$ cat config.mk
export PLATFORM = sky130hd
export DESIGN_NAME = afp_fifo
export DESIGN_NICKNAME = d
export VERILOG_FILES = /design/src/hdl/afp_fifo.sv
export SDC_FILE = /design/constraint.sdc
export NUM_CORES = 1
export LEC_CHECK = 0
export BUFFER_PORTS_ARGS = -buffer_cell sky130_fd_sc_hd__clkbuf_2
export CORE_MARGIN = 5
export CORE_UTILIZATION = 50
export CTS_CLUSTER_DIAMETER = 100
export DETAILED_ROUTE_END_ITERATION = 7
export GPL_ROUTABILITY_DRIVEN = 0
export HOLD_SLACK_MARGIN = 0.08
export PLACE_DENSITY = 0.71
export SLEW_MARGIN = 10
export SYNTH_ARGS = -nofsm -noshare
export SYNTH_HDL_FRONTEND = slang
export SYNTH_SLANG_ARGS = --single-unit
$ cat constraint.sdc
create_clock -name clk -period 2.95 [get_ports clk]
set_input_delay 0.4425 -clock clk [delete_from_list [all_inputs] [get_ports clk]]
set_output_delay 0.4425 -clock clk [all_outputs]
set_load 0.005 [all_outputs]
$ cat src/hdl/afp_fifo.sv
module afp_fifo #(
	parameter int DEPTH = 8,
	parameter type T = logic,
	localparam int PTR_W = (DEPTH > 1) ? $clog2(DEPTH) : 1,
	localparam int CW = $clog2(DEPTH + 1)
) (
	input  logic          clk,
	input  logic          arst_n,
	input  logic          push,
	input  T              wdata,
	input  logic          pop,
	output T              rdata,
	output logic          empty,
	output logic [CW-1:0] count
);

	T               mem_q [DEPTH];
	logic [PTR_W-1:0] rd_ptr_q;
	logic [PTR_W-1:0] wr_ptr_q;
	logic [CW-1:0]    count_q;
	logic             do_push;
	logic             do_pop;

	assign empty   = (count_q == '0);
	assign count   = count_q;
	assign rdata   = mem_q[rd_ptr_q];
	assign do_pop  = pop && !empty;
	assign do_push = push && (count_q < CW'(DEPTH));

	always_ff @(posedge clk) begin
		if (do_push) begin
			mem_q[wr_ptr_q] <= wdata;
		end
	end

	always_ff @(posedge clk or negedge arst_n) begin
		if (!arst_n) begin
			rd_ptr_q <= '0;
			wr_ptr_q <= '0;
			count_q  <= '0;
		end else begin
			if (do_push) begin
				wr_ptr_q <= (wr_ptr_q == PTR_W'(DEPTH - 1)) ? '0 : wr_ptr_q + 1'b1;
			end
			if (do_pop) begin
				rd_ptr_q <= (rd_ptr_q == PTR_W'(DEPTH - 1)) ? '0 : rd_ptr_q + 1'b1;
			end
			case ({do_push, do_pop})
				2'b10: count_q <= count_q + 1'b1;
				2'b01: count_q <= count_q - 1'b1;
				default: count_q <= count_q;
			endcase
		end
	end

endmodule

==> flow_metrics.env <==
export IMPL_status="finished clean"
export IMPL_p_int_w=0.000667
export IMPL_grt_use_total_pct=12.7
export IMPL_crit_top_cell="ha_1"
export IMPL_die_w_um=54.3
export IMPL_worst_slack_ps=378
export IMPL_fin_area_um2=1100
export IMPL_drive_gt1_share_pct=26.4
export IMPL_layout_min_cycle_time_ps=2570
export IMPL_grt_pass1_wl_mm=2.66
export IMPL_core_area_um2=1920
export IMPL_syn_inst=77
export IMPL_crit_fanout=9
export IMPL_synthMuxAreaShare_pct=11.5
export IMPL_maxCapViolCount=0
export IMPL_seq_power_share_pct=43.4
export IMPL_syn_to_final_growth_pct=12.1
export IMPL_synth_xor_area_share_pct=1.79
export IMPL_crit_chain="o41ai_4, inv_1, ha_1, ha_1, or4b_1, o311ai_0, o211ai_1"
export IMPL_cts_root_buffer="clkbuf_4"
export IMPL_crit_path_max_incr_delay_ps=500
export IMPL_ant_nets=0
export IMPL_dp_cells=113
export IMPL_fin_crit_sh_pct=87.2
export IMPL_die_area_um2=2950
export IMPL_synth_area_leaders="dfrtp_1, edfxtp_1, ha_1"
export IMPL_start_kind="register"
export IMPL_finalSetupViolations=0
export IMPL_yosysTopAreaCellShare_pct=25.5
export IMPL_grt_max_degree=12
export IMPL_vias_per_cell=5.36
export IMPL_crit_start="count[2]"
export IMPL_cts_max_path_buffers=2
export IMPL_io_buffers=10
export IMPL_cp_data_required_time_ps=3120
export IMPL_numCtsBuffers=3
export IMPL_worstSkewPairLatency_ps=280
export IMPL_rsz0062_at_grt="false"
export IMPL_p_clk_share_pct=11.5
export IMPL_wl_per_cell_um=12.6
export IMPL_ys_seq_elements=18
export IMPL_synth_fa_ha_area_share_pct=11.0
export IMPL_netlist_cell_type_count=28
export IMPL_avgSynthCellArea_um2=12.7
export IMPL_dpl_cell_area_um2=1060
export IMPL_p_switching_w=0.000416
export IMPL_dr_pass1_iters=4
export IMPL_finalSetupTns_ps=0
export IMPL_slowest_stage="or4b_1"
export IMPL_reg2reg_from="count[2]"
export IMPL_cp_end_kind="register"
export IMPL_ys_warnings_count=0
export IMPL_synth_compound_area_share_pct=9.31
export IMPL_leakagePower_nw=0.452
export IMPL_skew_ps=0.689
export IMPL_hold_slack_ps=433
export IMPL_slew_viol_final=0
export IMPL_antennaDiodeCount=0
export IMPL_overflow=0
export IMPL_dieHeight_um=54.3
export IMPL_grt_antenna_before_repair=0
export IMPL_io_pins=11
export IMPL_powerDensity_nw_per_um2=985
export IMPL_finalHoldViolations=0
export IMPL_cts_htree_levels=1
export IMPL_clk_pin_slew_ps=100
export IMPL_crit_type="register to register"
export IMPL_vias=633
export IMPL_fill_cells=190
export IMPL_initial_core_util_pct=51.0
export IMPL_slew_limit_headroom_pct=73.0
export IMPL_fin_cells=118
export IMPL_min_path_type="input pin to register"
export IMPL_min_delay_start="wdata"
export IMPL_rows=16
export IMPL_dr_first_iter_drc_count=7
export IMPL_seq_area_frac_synth_pct=50.0
export IMPL_final_cell_mix="dfrtp_1, clkbuf_2, edfxtp_1"
export IMPL_netlist_area_um2=981
export IMPL_synth_simple_area_share_pct=13.6
export IMPL_post_cts_buffers=0
export IMPL_final_nets=105
export IMPL_clock_sinks=18
export IMPL_tightest_slew_ps=403
export IMPL_yosys_area_top_type="dfrtp_1"
export IMPL_vdd_ir_drop_max_v=0.000468
export IMPL_drt_total_wl_mm=1.49
export IMPL_synth_top_family_by_area="simple AND/OR/NAND/NOR gates"
export IMPL_post_place_ws_ps=385
export IMPL_drcViolationCount=0
export IMPL_cts_tree="yes"
export IMPL_regToRegSetupSlack_ps=380
export IMPL_fmax_ghz=0.389
export IMPL_syn_num_nets=90
export IMPL_crit_buf_inv=1
export IMPL_grt_pass1_vias=614
export IMPL_critical_path_top_delay_family="compound AO/OA/AOI/OAI gates"
export IMPL_swShare_pct=38.4
export IMPL_cts_resized=0
export IMPL_cp_data_arrival_time_ps=2740
export IMPL_combPwrFrac_pct=45.1
-- flip-flops by register name, summed over array words and instances, names as in the netlist --
signal and cells:
wr_ptr_q 3, rd_ptr_q 3, mem_q 8, count 4
-- final cells by class --
cell class	instances	area [um^2]	share of cell area, %
Sequential cell	18	490	44.6
Multi-Input combinational cell	52	463	42.1
Timing Repair Buffer	12	67.6	6.14
Tap cell	27	33.8	3.07
Clock buffer	4	26.3	2.39
Inverter	5	18.8	1.71
-- worst paths after layout --
path,end,cells past startpoint
max in group asynchronous,wr_ptr_q[0],2
max reg2reg,count[3],7
min in group asynchronous,rd_ptr_q[2],2
min reg2reg,rd_ptr_q[2],1
min,mem_q[5],1
max,count[3],7
-- stage by stage --
| stage | total power (W) | util (%) |
|---|---|---|
| 2_1_floorplan | 0.000825 | - |
| 3_3_place_gp | 0.000950 | 55.3 |
| 3_5_place_dp | 0.000970 | 55.3 |
| 4_1_cts | 0.00110 | 57.2 |
| 5_1_grt | 0.00119 | 57.2 |
| 6_report | 0.00108 | 57.2 |
-- layer usage --
layer	up-vias	routed length, um	global-route usage [%]	part of all wire (%)
li1	324	-	-	-
met1	302	750	18.2	50
met2	7	704	18.7	47
met3	0	33	2.45	2.2
met4	0	0	4.98	0
met5	-	0	0	0
-- kinds of logic after synthesis --
| group | after synthesis |
|---|---|
| and+or+nand+nor | 24 |
| DFF | 18 |
| AOI/OAI and AO/OA | 10 |
| muxes | 8 |
| adders and majority gates | 8 |
| buffers and inverters | 7 |
| xor gates and xnor gates | 2 |
-- timing repair --
item | in CTS | in global routing
hold endpoints to repair | 10 | 0
hold buffers | 1 | 0
endpoints found under the setup margin | 0 | 0
-- power by group through the flow --
stage | Clock [W] | Combinational (W) | Sequential [W]
after global routing | 0.000137 | 0.000562 | 0.000486
after floorplan | 0 | 0.000365 | 0.000460
final | 0.000125 | 0.000488 | 0.000470
after detailed placement | 0 | 0.000492 | 0.000478
after CTS | 0.000130 | 0.000496 | 0.000472
after global placement | 0 | 0.000479 | 0.000471
-- cells in the mapped netlist --
cell type	n
dfrtp_1	10
nand3b_1	1
buf_2	1
a21o_2	1
a2111o_1	1
o41ai_4	1
o21ai_0	2
nor2_1	3
nor3_1	6
nand2b_1	3
edfxtp_1	8
ha_1	7
nor4_1	2
xor2_1	1
nor3b_1	3
o311ai_0	1
inv_1	5
a21oi_1	2
o211ai_1	1
mux4_2	2
fa_1	1
mux2_2	6
xnor2_1	1
nand3_1	2
clkbuf_1	1
a21o_1	1
or4b_1	1
nand2_1	3
Power figures use the tool's default switching activity.
