--- src/hdl/afp_pkg.sv ---
package afp_pkg;

	localparam int PIX_W  = 8;
	localparam int IDX_W  = 17;
	localparam int TBL_W  = 8;
	localparam int FUNC_W = 2;

	// request codes on the func field
	localparam logic [FUNC_W-1:0] FUNC_PIXEL   = 2'd0;
	localparam logic [FUNC_W-1:0] FUNC_TABLE   = 2'd1;
	localparam logic [FUNC_W-1:0] FUNC_RESTART = 2'd2;

	// queue sizing between and behind the two halves
	localparam int MID_DEPTH = 8;
	localparam int OUT_DEPTH = 8;
	localparam int CNT_W     = 4;

	typedef enum logic [1:0] {
		OP_NONE,
		OP_PIXEL,
		OP_TABLE,
		OP_RESTART
	} afp_op_t;

	typedef struct packed {
		logic [FUNC_W-1:0] func;
		logic [PIX_W-1:0]  pixel_value;
		logic [IDX_W-1:0]  pixel_index;
		logic              frame_last;
		logic [TBL_W-1:0]  table_index;
		logic [PIX_W-1:0]  table_value;
	} afp_in_t;

	typedef struct packed {
		logic [PIX_W-1:0] out_pixel;
		logic [IDX_W-1:0] out_index;
		logic             out_last;
	} afp_out_t;

	// classified request as it travels from the front to the back
	typedef struct packed {
		afp_op_t          op;
		logic [PIX_W-1:0] pixel_value;
		logic [IDX_W-1:0] pixel_index;
		logic [IDX_W-1:0] addr;
		logic             frame_last;
		logic [TBL_W-1:0] table_index;
		logic [PIX_W-1:0] table_value;
	} afp_cmd_t;

endpackage

--- src/hdl/afp_front.sv ---
module afp_front #(
	parameter int MAX_PIXELS = 131072
) (
	input  logic                          clk,
	input  logic                          arst_n,
	input  logic                          push,
	output logic                          full,
	input  afp_pkg::afp_in_t              item,
	input  logic [afp_pkg::CNT_W-1:0]     mid_count,
	output logic                          mid_push,
	output afp_pkg::afp_cmd_t             mid_cmd
);

	localparam int IW = afp_pkg::IDX_W;
	localparam bit WRAP = MAX_PIXELS < (1 << IW);
	localparam int LOG_M = $clog2(MAX_PIXELS);
	localparam int SHIFT = IW + LOG_M;
	localparam int RCP_W = IW + 1;
	localparam longint RCP =
		((longint'(1) << SHIFT) + longint'(MAX_PIXELS) - 1) / longint'(MAX_PIXELS);
	localparam int PRD_W = IW + RCP_W;
	localparam logic [RCP_W-1:0] RCP_V = RCP_W'(RCP);
	localparam logic [2*IW-1:0] MOD_V = (2*IW)'(MAX_PIXELS);

	logic                        accept;
	afp_pkg::afp_op_t            op_c;
	logic [afp_pkg::CNT_W-1:0]   occ;
	logic [PRD_W-1:0]            prd;
	logic [IW-1:0]               quo;
	logic [2*IW-1:0]             back_prd;
	logic [IW-1:0]               rem;

	logic                        v_s1;
	afp_pkg::afp_cmd_t           cmd_s1;
	logic                        v_s2;
	afp_pkg::afp_cmd_t           cmd_s2;
	logic [IW-1:0]               quo_s2;

	// count requests already in the front so the mid queue never overflows
	assign occ    = mid_count + afp_pkg::CNT_W'(v_s1) + afp_pkg::CNT_W'(v_s2);
	assign full   = (occ >= afp_pkg::CNT_W'(afp_pkg::MID_DEPTH));
	assign accept = push && !full;

	always_comb begin
		case (item.func)
			afp_pkg::FUNC_PIXEL:   op_c = afp_pkg::OP_PIXEL;
			afp_pkg::FUNC_TABLE:   op_c = afp_pkg::OP_TABLE;
			afp_pkg::FUNC_RESTART: op_c = afp_pkg::OP_RESTART;
			default:               op_c = afp_pkg::OP_NONE;
		endcase
	end

	// store address: index mod MAX_PIXELS by reciprocal, then back-multiply
	assign prd      = PRD_W'(cmd_s1.pixel_index) * PRD_W'(RCP_V);
	assign quo      = IW'(prd >> SHIFT);
	assign back_prd = (2*IW)'(quo_s2) * MOD_V;
	assign rem      = cmd_s2.pixel_index - back_prd[IW-1:0];

	always_ff @(posedge clk or negedge arst_n) begin
		if (!arst_n) begin
			v_s1 <= 1'b0;
			v_s2 <= 1'b0;
		end else begin
			v_s1 <= accept;
			v_s2 <= v_s1;
		end
	end

	always_ff @(posedge clk) begin
		cmd_s1.op          <= op_c;
		cmd_s1.pixel_value <= item.pixel_value;
		cmd_s1.pixel_index <= item.pixel_index;
		cmd_s1.addr        <= item.pixel_index;
		cmd_s1.frame_last  <= item.frame_last;
		cmd_s1.table_index <= item.table_index;
		cmd_s1.table_value <= item.table_value;
		cmd_s2             <= cmd_s1;
		quo_s2             <= quo;
	end

	// drop unused codes here; everything else goes on to the back
	always_comb begin
		mid_cmd      = cmd_s2;
		mid_cmd.addr = WRAP ? rem : cmd_s2.pixel_index;
		mid_push     = v_s2 && (cmd_s2.op != afp_pkg::OP_NONE);
	end

endmodule

--- config.mk ---
export PLATFORM = sky130hd
export DESIGN_NAME = afp_front
export DESIGN_NICKNAME = d
export VERILOG_FILES = /design/src/hdl/afp_pkg.sv /design/src/hdl/afp_front.sv
export SDC_FILE = /design/constraint.sdc
export NUM_CORES = 1
export LEC_CHECK = 0
export ABC_AREA = 0
export ABC_CLOCK_PERIOD_IN_PS = 1250
export BUFFER_PORTS_ARGS = -buffer_cell sky130_fd_sc_hd__buf_2
export CORE_AREA = 8 8 83 85
export DETAILED_ROUTE_END_ITERATION = 8
export DIE_AREA = 0 0 91 93
export GPL_TIMING_DRIVEN = 1
export MAX_ROUTING_LAYER = met4
export PLACE_DENSITY_LB_ADDON = 0.2
export SYNTH_ARGS = -nofsm -noshare
export SYNTH_HDL_FRONTEND = slang
export SYNTH_SLANG_ARGS = --single-unit
--- constraint.sdc ---
create_clock -name clk -period 1.25 [get_ports clk]
set_input_delay 0.25 -clock clk [delete_from_list [all_inputs] [get_ports clk]]
set_output_delay 0.25 -clock clk [all_outputs]
set_load 0.01 [all_outputs]
==> metrics.sh, run 1 <==
POST_ROUTE_CORE_UTILIZATION_PCT=57.9
CLOCK_SKEW_NS=0.00969
MOSTFREQUENTLAYOUTCELLS='112 x sky130_fd_sc_hd__buf_2, 88 x sky130_fd_sc_hd__dfxtp_1, 43 x sky130_fd_sc_hd__dlygate4sd3_1, 10 x sky130_fd_sc_hd__clkbuf_8'
DIE_W_MICRONS=91
DP_HPWL_MICRONS=2980
DIE_AREA_SQ_UM=8460
AVGSYNTHCELLAREA_SQ_UM=16.6
ANTENNA_LEFT=0
SW_PWR_mW=1.16
FILLERS=492
PORTBUFS=113
STATUS='finished with violations'
ROUTE.FINAL.WIRE_LENGTH_MICRONS=4330
CTS.SINKS=90
POWER_SWITCHING_SHARE_PCT=21.4
FINAL_COMMON_CELL='sky130_fd_sc_hd__buf_2'
POST-ROUTE-DRC-COUNT=0
TOTAL_POWER_mW=5.41
CLOCK_TREE.ROOT_CELL='sky130_fd_sc_hd__clkbuf_8'
DP_SLACK_NS=-0.199
NETLIST_INSTANCES=125
PEAKVDDDROP_mV=0.813
REPORT.FINAL.SLEW_VIOL_COUNT=0
WL_PER_CELL_MICRONS=12.1
INSERTION_DELAY_NS=0.34
WORST-ENDPOINT-REQUIRED_NS=1.00
FINALHOLDVIOLATIONS=0
PATH_CLASS='reg -> out'
SETUP-VIOLATIONS-FINAL=2
MULTI_INPUT_COMB_AREA_SQ_UM=140
SETUP_TNS_NS=-0.558
POWER.CLOCK.FRACTION_PCT=35.8
MIN_PERIOD_NS=1.74
ANTENNA_VIOLATIONS_BEFORE_REPAIR=0
GRT_MAX_DEGREE=16
GP_CONGESTION=0.752
POWERDENSITY_nW_PER_UM2=1650
YS_SEQ_AREA_SHARE_PCT=87.1
AREA_DELTA_SYNTH_FINAL_PCT=57.9
REGISTER_AREA_SQ_UM=1810
TIMING_WORST_SLEW_PIN_VALUE_NS=0.223
CRITICAL_PATH_PEAK_FANOUT=2
NUMCTSBUFFERS=9
WORSTSETUPENDPOINTTYPE='primary output'
NON_FILLER_CELL_AREA_FINAL_SQ_UM=3290
SYNTH-SEQ-CELLS=90
PROPORTION_OF_LAYOUT_CELLS_WITH_A_DRIVE_SUFFIX_ABOVE_1_PCT=48.2
FLOORPLAN.INITIALDENSITY_PCT=36.7
CLKSLEWWORSTSETUPHOLDPATHS_NS=0.08
DIE_HEIGHT_MICRONS=93
FINAL_NETS=332
MAX_FREQ_MHz=573
SYNTH-WARNING-COUNT=0
DR.FIRST_ITER.DRC_COUNT=42
MIN-DELAY-PATH-CLASS='in -> reg'
GRT_PASS1_VIAS=1472
CTS_BUFFER_DEPTH=2
DRV.MAX_CAP_VIOLATION_COUNT=0
SEQ_POWER_SHARE_PCT=56.7
ANTENNA_CELLS_INSERTED=0
GRT_FIRST_PASS_WIRELENGTH_MICRONS=6840
P_INT_mW=4.25
VIA_COUNT=1339
DRT_PASS1_ITERATIONS=2
CLOCK_TREE_FROM_TRITONCTS='yes'
P_LEAK_nW=1.60
STDCELL_COUNT=357
STD_CELL_ROWS=28
CORE_AREA_SQ_UM=5680
SYN-NUM-NETS=180
RSZ0062_AT_GRT='yes'
SLEW_HEADROOM_PCT=85.1
FIN_CRIT_SH_PCT=140
TIMING.FINAL.WS_SETUP_NS=-0.495
SYNTH.CELL_AREA_SQ_UM=2080
PIN_COUNT=114
WORST_EP_ARRIVAL_NS=1.49
POWER.SHARE.COMBINATIONAL_PCT=7.5
GRT_OVERFLOW_TOTAL=0
SYNTH_CELL_TYPES=12
DPL.CELL_COUNT=298
FAILED_CHECKS='negative setup slack'
VIASPERCELL=3.75
GLOBAL_ROUTE.USAGE.TOTAL_PCT=10.7
CLOCK_TREE.HTREE_LEVEL_COUNT=3
POST_DP_CELL_AREA_SQ_UM=2640
WORST_HOLD_SLACK_NS=0.165
CATEGORY_OF_THE_WORST_SETUP_PATH_LAUNCH_POINT='flip-flop'
-- timing repair --
item	CTS	global route
gates resized for setup	0	3
hold buffers	43	0
endpoints found under the hold margin	44	0
setup endpoints to repair	3	3
setup buffers	1	0
pin swaps	2	1
-- worst paths after layout --
kind	depth (start not counted)	slack, ns	endpoint	startpoint
setup / recovery	5	-0.49	full	v_s2
hold / removal	3	0.16	v_s1	push
setup reg to reg	5	0	v_s1	v_s2
hold reg to reg	0	0.33	mid_cmd[10]	cmd_s1[10]
max in group asynchronous	2	0.92	v_s2	arst_n
min in group asynchronous	2	0.24	v_s1	arst_n
-- metal layers --
metal	vias to the layer above	global-route usage, %	part of all wire [%]
li1	665	-	-
met1	604	9.33	36
met2	59	18.5	53
met3	11	3.85	7.1
met4	0	8.73	3.3
met5	-	-	0
-- registers in the layout, indices dropped and copies added (netlist names) --
register and cells:
v_s1 1, cmd_s1 44, mid_cmd 44, v_s2 1
-- area by class of cell --
cell class / count / area share [%]
multi-input cells: 13 / 4.27
clock buffers: 11 / 4.30
repair buffers: 158 / 31.0
clock inverters: 5 / 1.90
inverters: 5 / 0.571
well taps: 75 / 2.86
flip-flops and latches: 90 / 55.1
-- cells by family (layout without fill, tap and decap cells) --
group	count (synthesis)	count (layout)	share of synthesized area, %
AND/OR/NAND/NOR	7	7	2.22
flip-flops	90	90	87.1
adder cells (fa/ha/maj)	4	4	2.77
multiplexers	1	1	0.481
buffers and inverters	22	179	7.04
XOR/XNOR	1	1	0.421
-- critical path, stage by stage (launching register included) --
cell                       delay (ns)
sky130_fd_sc_hd__dfrtp_1         0.34
sky130_fd_sc_hd__inv_2           0.05
sky130_fd_sc_hd__fa_2            0.34
sky130_fd_sc_hd__nand3b_4        0.17
sky130_fd_sc_hd__xnor2_2         0.13
sky130_fd_sc_hd__buf_2           0.14
-- cell usage after synthesis --
library cell / count / area share (%)
sky130_fd_sc_hd__dfxtp_1: 88 / 85
sky130_fd_sc_hd__buf_4: 17 / 6.1
sky130_fd_sc_hd__inv_1: 5 / 0.90
sky130_fd_sc_hd__nor2_1: 4 / 0.72
sky130_fd_sc_hd__ha_1: 3 / 1.8
sky130_fd_sc_hd__dfrtp_1: 2 / 2.4
sky130_fd_sc_hd__fa_1: 1 / 0.96
sky130_fd_sc_hd__mux2i_1: 1 / 0.48
sky130_fd_sc_hd__nand2_1: 1 / 0.18
sky130_fd_sc_hd__nand3b_4: 1 / 0.96
sky130_fd_sc_hd__or2b_1: 1 / 0.36
sky130_fd_sc_hd__xnor2_1: 1 / 0.42
-- power by group through the flow --
stage	sequential, mW	clock, mW	combinational, mW
after floorplan	3.17	0	0.0849
after global placement	3.13	0	0.290
after detailed placement	3.13	0	0.294
after CTS	3.07	2.02	0.403
after global routing	3.08	2.14	0.438
final	3.07	1.94	0.404
(Power assumes the default switching activity.)
==> run 2, diff against run 1 <==
--- a/config.mk
+++ b/config.mk
@@ -14,5 +14,5 @@
 export GPL_TIMING_DRIVEN = 1
 export MAX_ROUTING_LAYER = met4
-export PLACE_DENSITY_LB_ADDON = 0.2
+export PLACE_DENSITY = 0.83
 export SYNTH_ARGS = -nofsm -noshare
 export SYNTH_HDL_FRONTEND = slang
==> constraint.sdc (replaced) <==
create_clock -name clk -period 1.25 [get_ports clk]
set_input_delay 0.25 -clock clk [delete_from_list [all_inputs] [get_ports clk]]
set_output_delay 0.25 -clock clk [all_outputs]
set_load 0.05 [all_outputs]
==> run 2 against run 1 <==
  * The flow still finishes with violations (negative setup slack)
  * Total power increased by 9.1%
  * Clock power increased by 6%
  * Sequential power about the same
  * Routed wire length is 7.8% higher
  * Non-clock buffer count stayed put
  * Global-route usage is 0.34 points higher
==> metrics.sh, run 2 (synthesis gave the netlist of run 1 again) <==
P_LEAK_nW=1.63  # +1.8%
DR.FIRST_ITER.DRC_COUNT=43  # +2.4%
FINAL_COMMON_CELL='sky130_fd_sc_hd__buf_2'
SETUP-VIOLATIONS-FINAL=3  # +1
GRT_OVERFLOW_TOTAL=0  # unchanged
GRT_MAX_DEGREE=15  # -1
MAX_FREQ_MHz=544  # -5.2%
DIE_W_MICRONS=91  # unchanged
SETUP_TNS_NS=-1.21  # -0.654 ns
AREA_DELTA_SYNTH_FINAL_PCT=60.0
GRT_FIRST_PASS_WIRELENGTH_MICRONS=6970  # +1.8%
FLOORPLAN.INITIALDENSITY_PCT=36.7  # unchanged
WORST-ENDPOINT-REQUIRED_NS=1.00  # about the same
DP_SLACK_NS=-0.393  # -0.194 ns
WL_PER_CELL_MICRONS=13.1  # +8.1%
CTS.SINKS=90  # unchanged
ANTENNA_VIOLATIONS_BEFORE_REPAIR=0  # unchanged
CLOCK_TREE.HTREE_LEVEL_COUNT=3  # unchanged
TIMING.FINAL.WS_SETUP_NS=-0.590  # -0.0951 ns
PIN_COUNT=114  # unchanged
MOSTFREQUENTLAYOUTCELLS='109 x sky130_fd_sc_hd__buf_2, 88 x sky130_fd_sc_hd__dfxtp_1, 39 x sky130_fd_sc_hd__dlygate4sd3_1, 10 x sky130_fd_sc_hd__clkbuf_8, 5 x sky130_fd_sc_hd__buf_6'
REG2REGPATHDEPTH=7  # +2
GLOBAL_ROUTE.USAGE.TOTAL_PCT=11.1  # +0.34 points
ROUTE.FINAL.WIRE_LENGTH_MICRONS=4660  # +7.8%
CLOCK_SKEW_NS=0.00779  # -0.00189 ns
WORST_EP_ARRIVAL_NS=1.59  # +0.10 ns
FIN_CRIT_SH_PCT=147  # +7.6 points
CLKSLEWWORSTSETUPHOLDPATHS_NS=0.08  # about the same
CATEGORY_OF_THE_WORST_SETUP_PATH_LAUNCH_POINT='flip-flop'
VIA_COUNT=1352  # +0.97%
REPORT.FINAL.SLEW_VIOL_COUNT=0  # unchanged
POWERDENSITY_nW_PER_UM2=1770  # +7.7%
GP_CONGESTION=0.699  # -7.0%
CLOCK_TREE.ROOT_CELL='sky130_fd_sc_hd__clkbuf_8'
DIE_HEIGHT_MICRONS=93  # unchanged
FINAL_NETS=332  # unchanged
CLOCK_TREE_FROM_TRITONCTS='yes'
FAILED_CHECKS='negative setup slack'
TIMING_WORST_SLEW_PIN_VALUE_NS=0.270  # +0.0475 ns
STATUS='finished with violations'
VIASPERCELL=3.80  # +1.3%
CTS_BUFFER_DEPTH=2  # unchanged
PEAKVDDDROP_mV=0.895  # +10%
POST-ROUTE-DRC-COUNT=0  # unchanged
PROPORTION_OF_LAYOUT_CELLS_WITH_A_DRIVE_SUFFIX_ABOVE_1_PCT=49.8  # +1.6 points
DRT_PASS1_ITERATIONS=3  # +1
DIE_AREA_SQ_UM=8460  # unchanged
ANTENNA_CELLS_INSERTED=0  # unchanged
CRITICAL_PATH_PEAK_FANOUT=2  # unchanged
DP_HPWL_MICRONS=3260  # +9.6%
MIN_PERIOD_NS=1.84  # +0.0951 ns
POST_ROUTE_CORE_UTILIZATION_PCT=58.7  # +0.77 points
HOLD_DEPTH=1  # -2
ANTENNA_LEFT=0  # unchanged
FINALHOLDVIOLATIONS=0  # unchanged
INSERTION_DELAY_NS=0.33  # about the same
SLEW_HEADROOM_PCT=82.1  # -3.0 points
CORE_AREA_SQ_UM=5680  # unchanged
RSZ0062_AT_GRT='yes'
GRT_PASS1_VIAS=1490  # +1.2%
PORTBUFS=113  # unchanged
MIN-DELAY-PATH-CLASS='in -> reg'
WORSTSETUPENDPOINTTYPE='primary output'
POST_DP_CELL_AREA_SQ_UM=2650  # +0.52%
PATH_CLASS='reg -> out'
NUMCTSBUFFERS=9  # unchanged
NON_FILLER_CELL_AREA_FINAL_SQ_UM=3330  # +1.3%
DRV.MAX_CAP_VIOLATION_COUNT=0  # unchanged
STD_CELL_ROWS=28  # unchanged
run 2: cell count changes in the layout (fill, tap and decap cells not counted), moves of 2 or more:
cell	previous run	this run
sky130_fd_sc_hd__clkinvlp_4	2	0
sky130_fd_sc_hd__clkbuf_4	0	2
sky130_fd_sc_hd__buf_2	112	109
sky130_fd_sc_hd__dlygate4sd3_1	43	39
sky130_fd_sc_hd__buf_6	1	5
sky130_fd_sc_hd__clkinv_2	0	2
run 2: timing repair:
action	4_1_cts	5_1_grt
setup buffers	2	2
resized for setup	8	4
endpoints found under the setup margin	3	4
hold buffers	31	8
pin swaps	2	1
gates cloned	0	0
hold endpoints to repair	32	8
run 2: final cells by class:
type / count / area [sq um]
Fill cell: 475 / 2350
Tap cell: 75 / 93.8
Sequential cell: 90 / 1810
Multi-Input combinational cell: 13 / 151
Clock buffer: 10 / 138
Timing Repair Buffer: 158 / 1040
Clock inverter: 5 / 78.8
Inverter: 5 / 18.8
run 2: through the flow:
step,power [mW],instances,hold slack (ns)
2_1_floorplan,3.60,125,-0.0456
3_3_place_gp,3.76,298,0.0361
3_5_place_dp,3.78,298,0.0396
4_1_cts,5.95,346,0.000456
5_1_grt,6.15,356,0.00107
6_report,5.90,356,0.0287
run 2: final timing paths:
path | start | end | slack, ns
hold reg to reg | cmd_s1[52] | mid_cmd[52] | 0.32
min in group asynchronous | arst_n | v_s2 | 0.28
hold / removal | item[36] | cmd_s1[53] | 0.03
max in group asynchronous | arst_n | v_s1 | 0.88
setup / recovery | v_s2 | full | -0.59
setup reg to reg | v_s2 | v_s1 | -0.28
run 2: worst max-delay path, stage by stage, from the launching register on:
cell                       delay (ns)
sky130_fd_sc_hd__dfrtp_1         0.36
sky130_fd_sc_hd__inv_2           0.06
sky130_fd_sc_hd__fa_2            0.35
sky130_fd_sc_hd__nand3b_4        0.19
sky130_fd_sc_hd__xnor2_4         0.14
sky130_fd_sc_hd__buf_6           0.17
run 2: layer usage:
metal | global-route usage (%) | wire (microns) | vias up
met5 | - | 0 | -
met4 | 8.87 | 114 | 0
met3 | 4.89 | 374 | 8
met2 | 19.0 | 2530 | 64
met1 | 9.15 | 1650 | 617
li1 | - | - | 663
run 2: report_power, final:
part,total [mW],switching [mW],internal (mW)
Clock,2.06,0.897,1.17
Sequential,3.07,0.0432,3.03
Combinational,0.767,0.515,0.252
Total,5.90,1.46,4.44
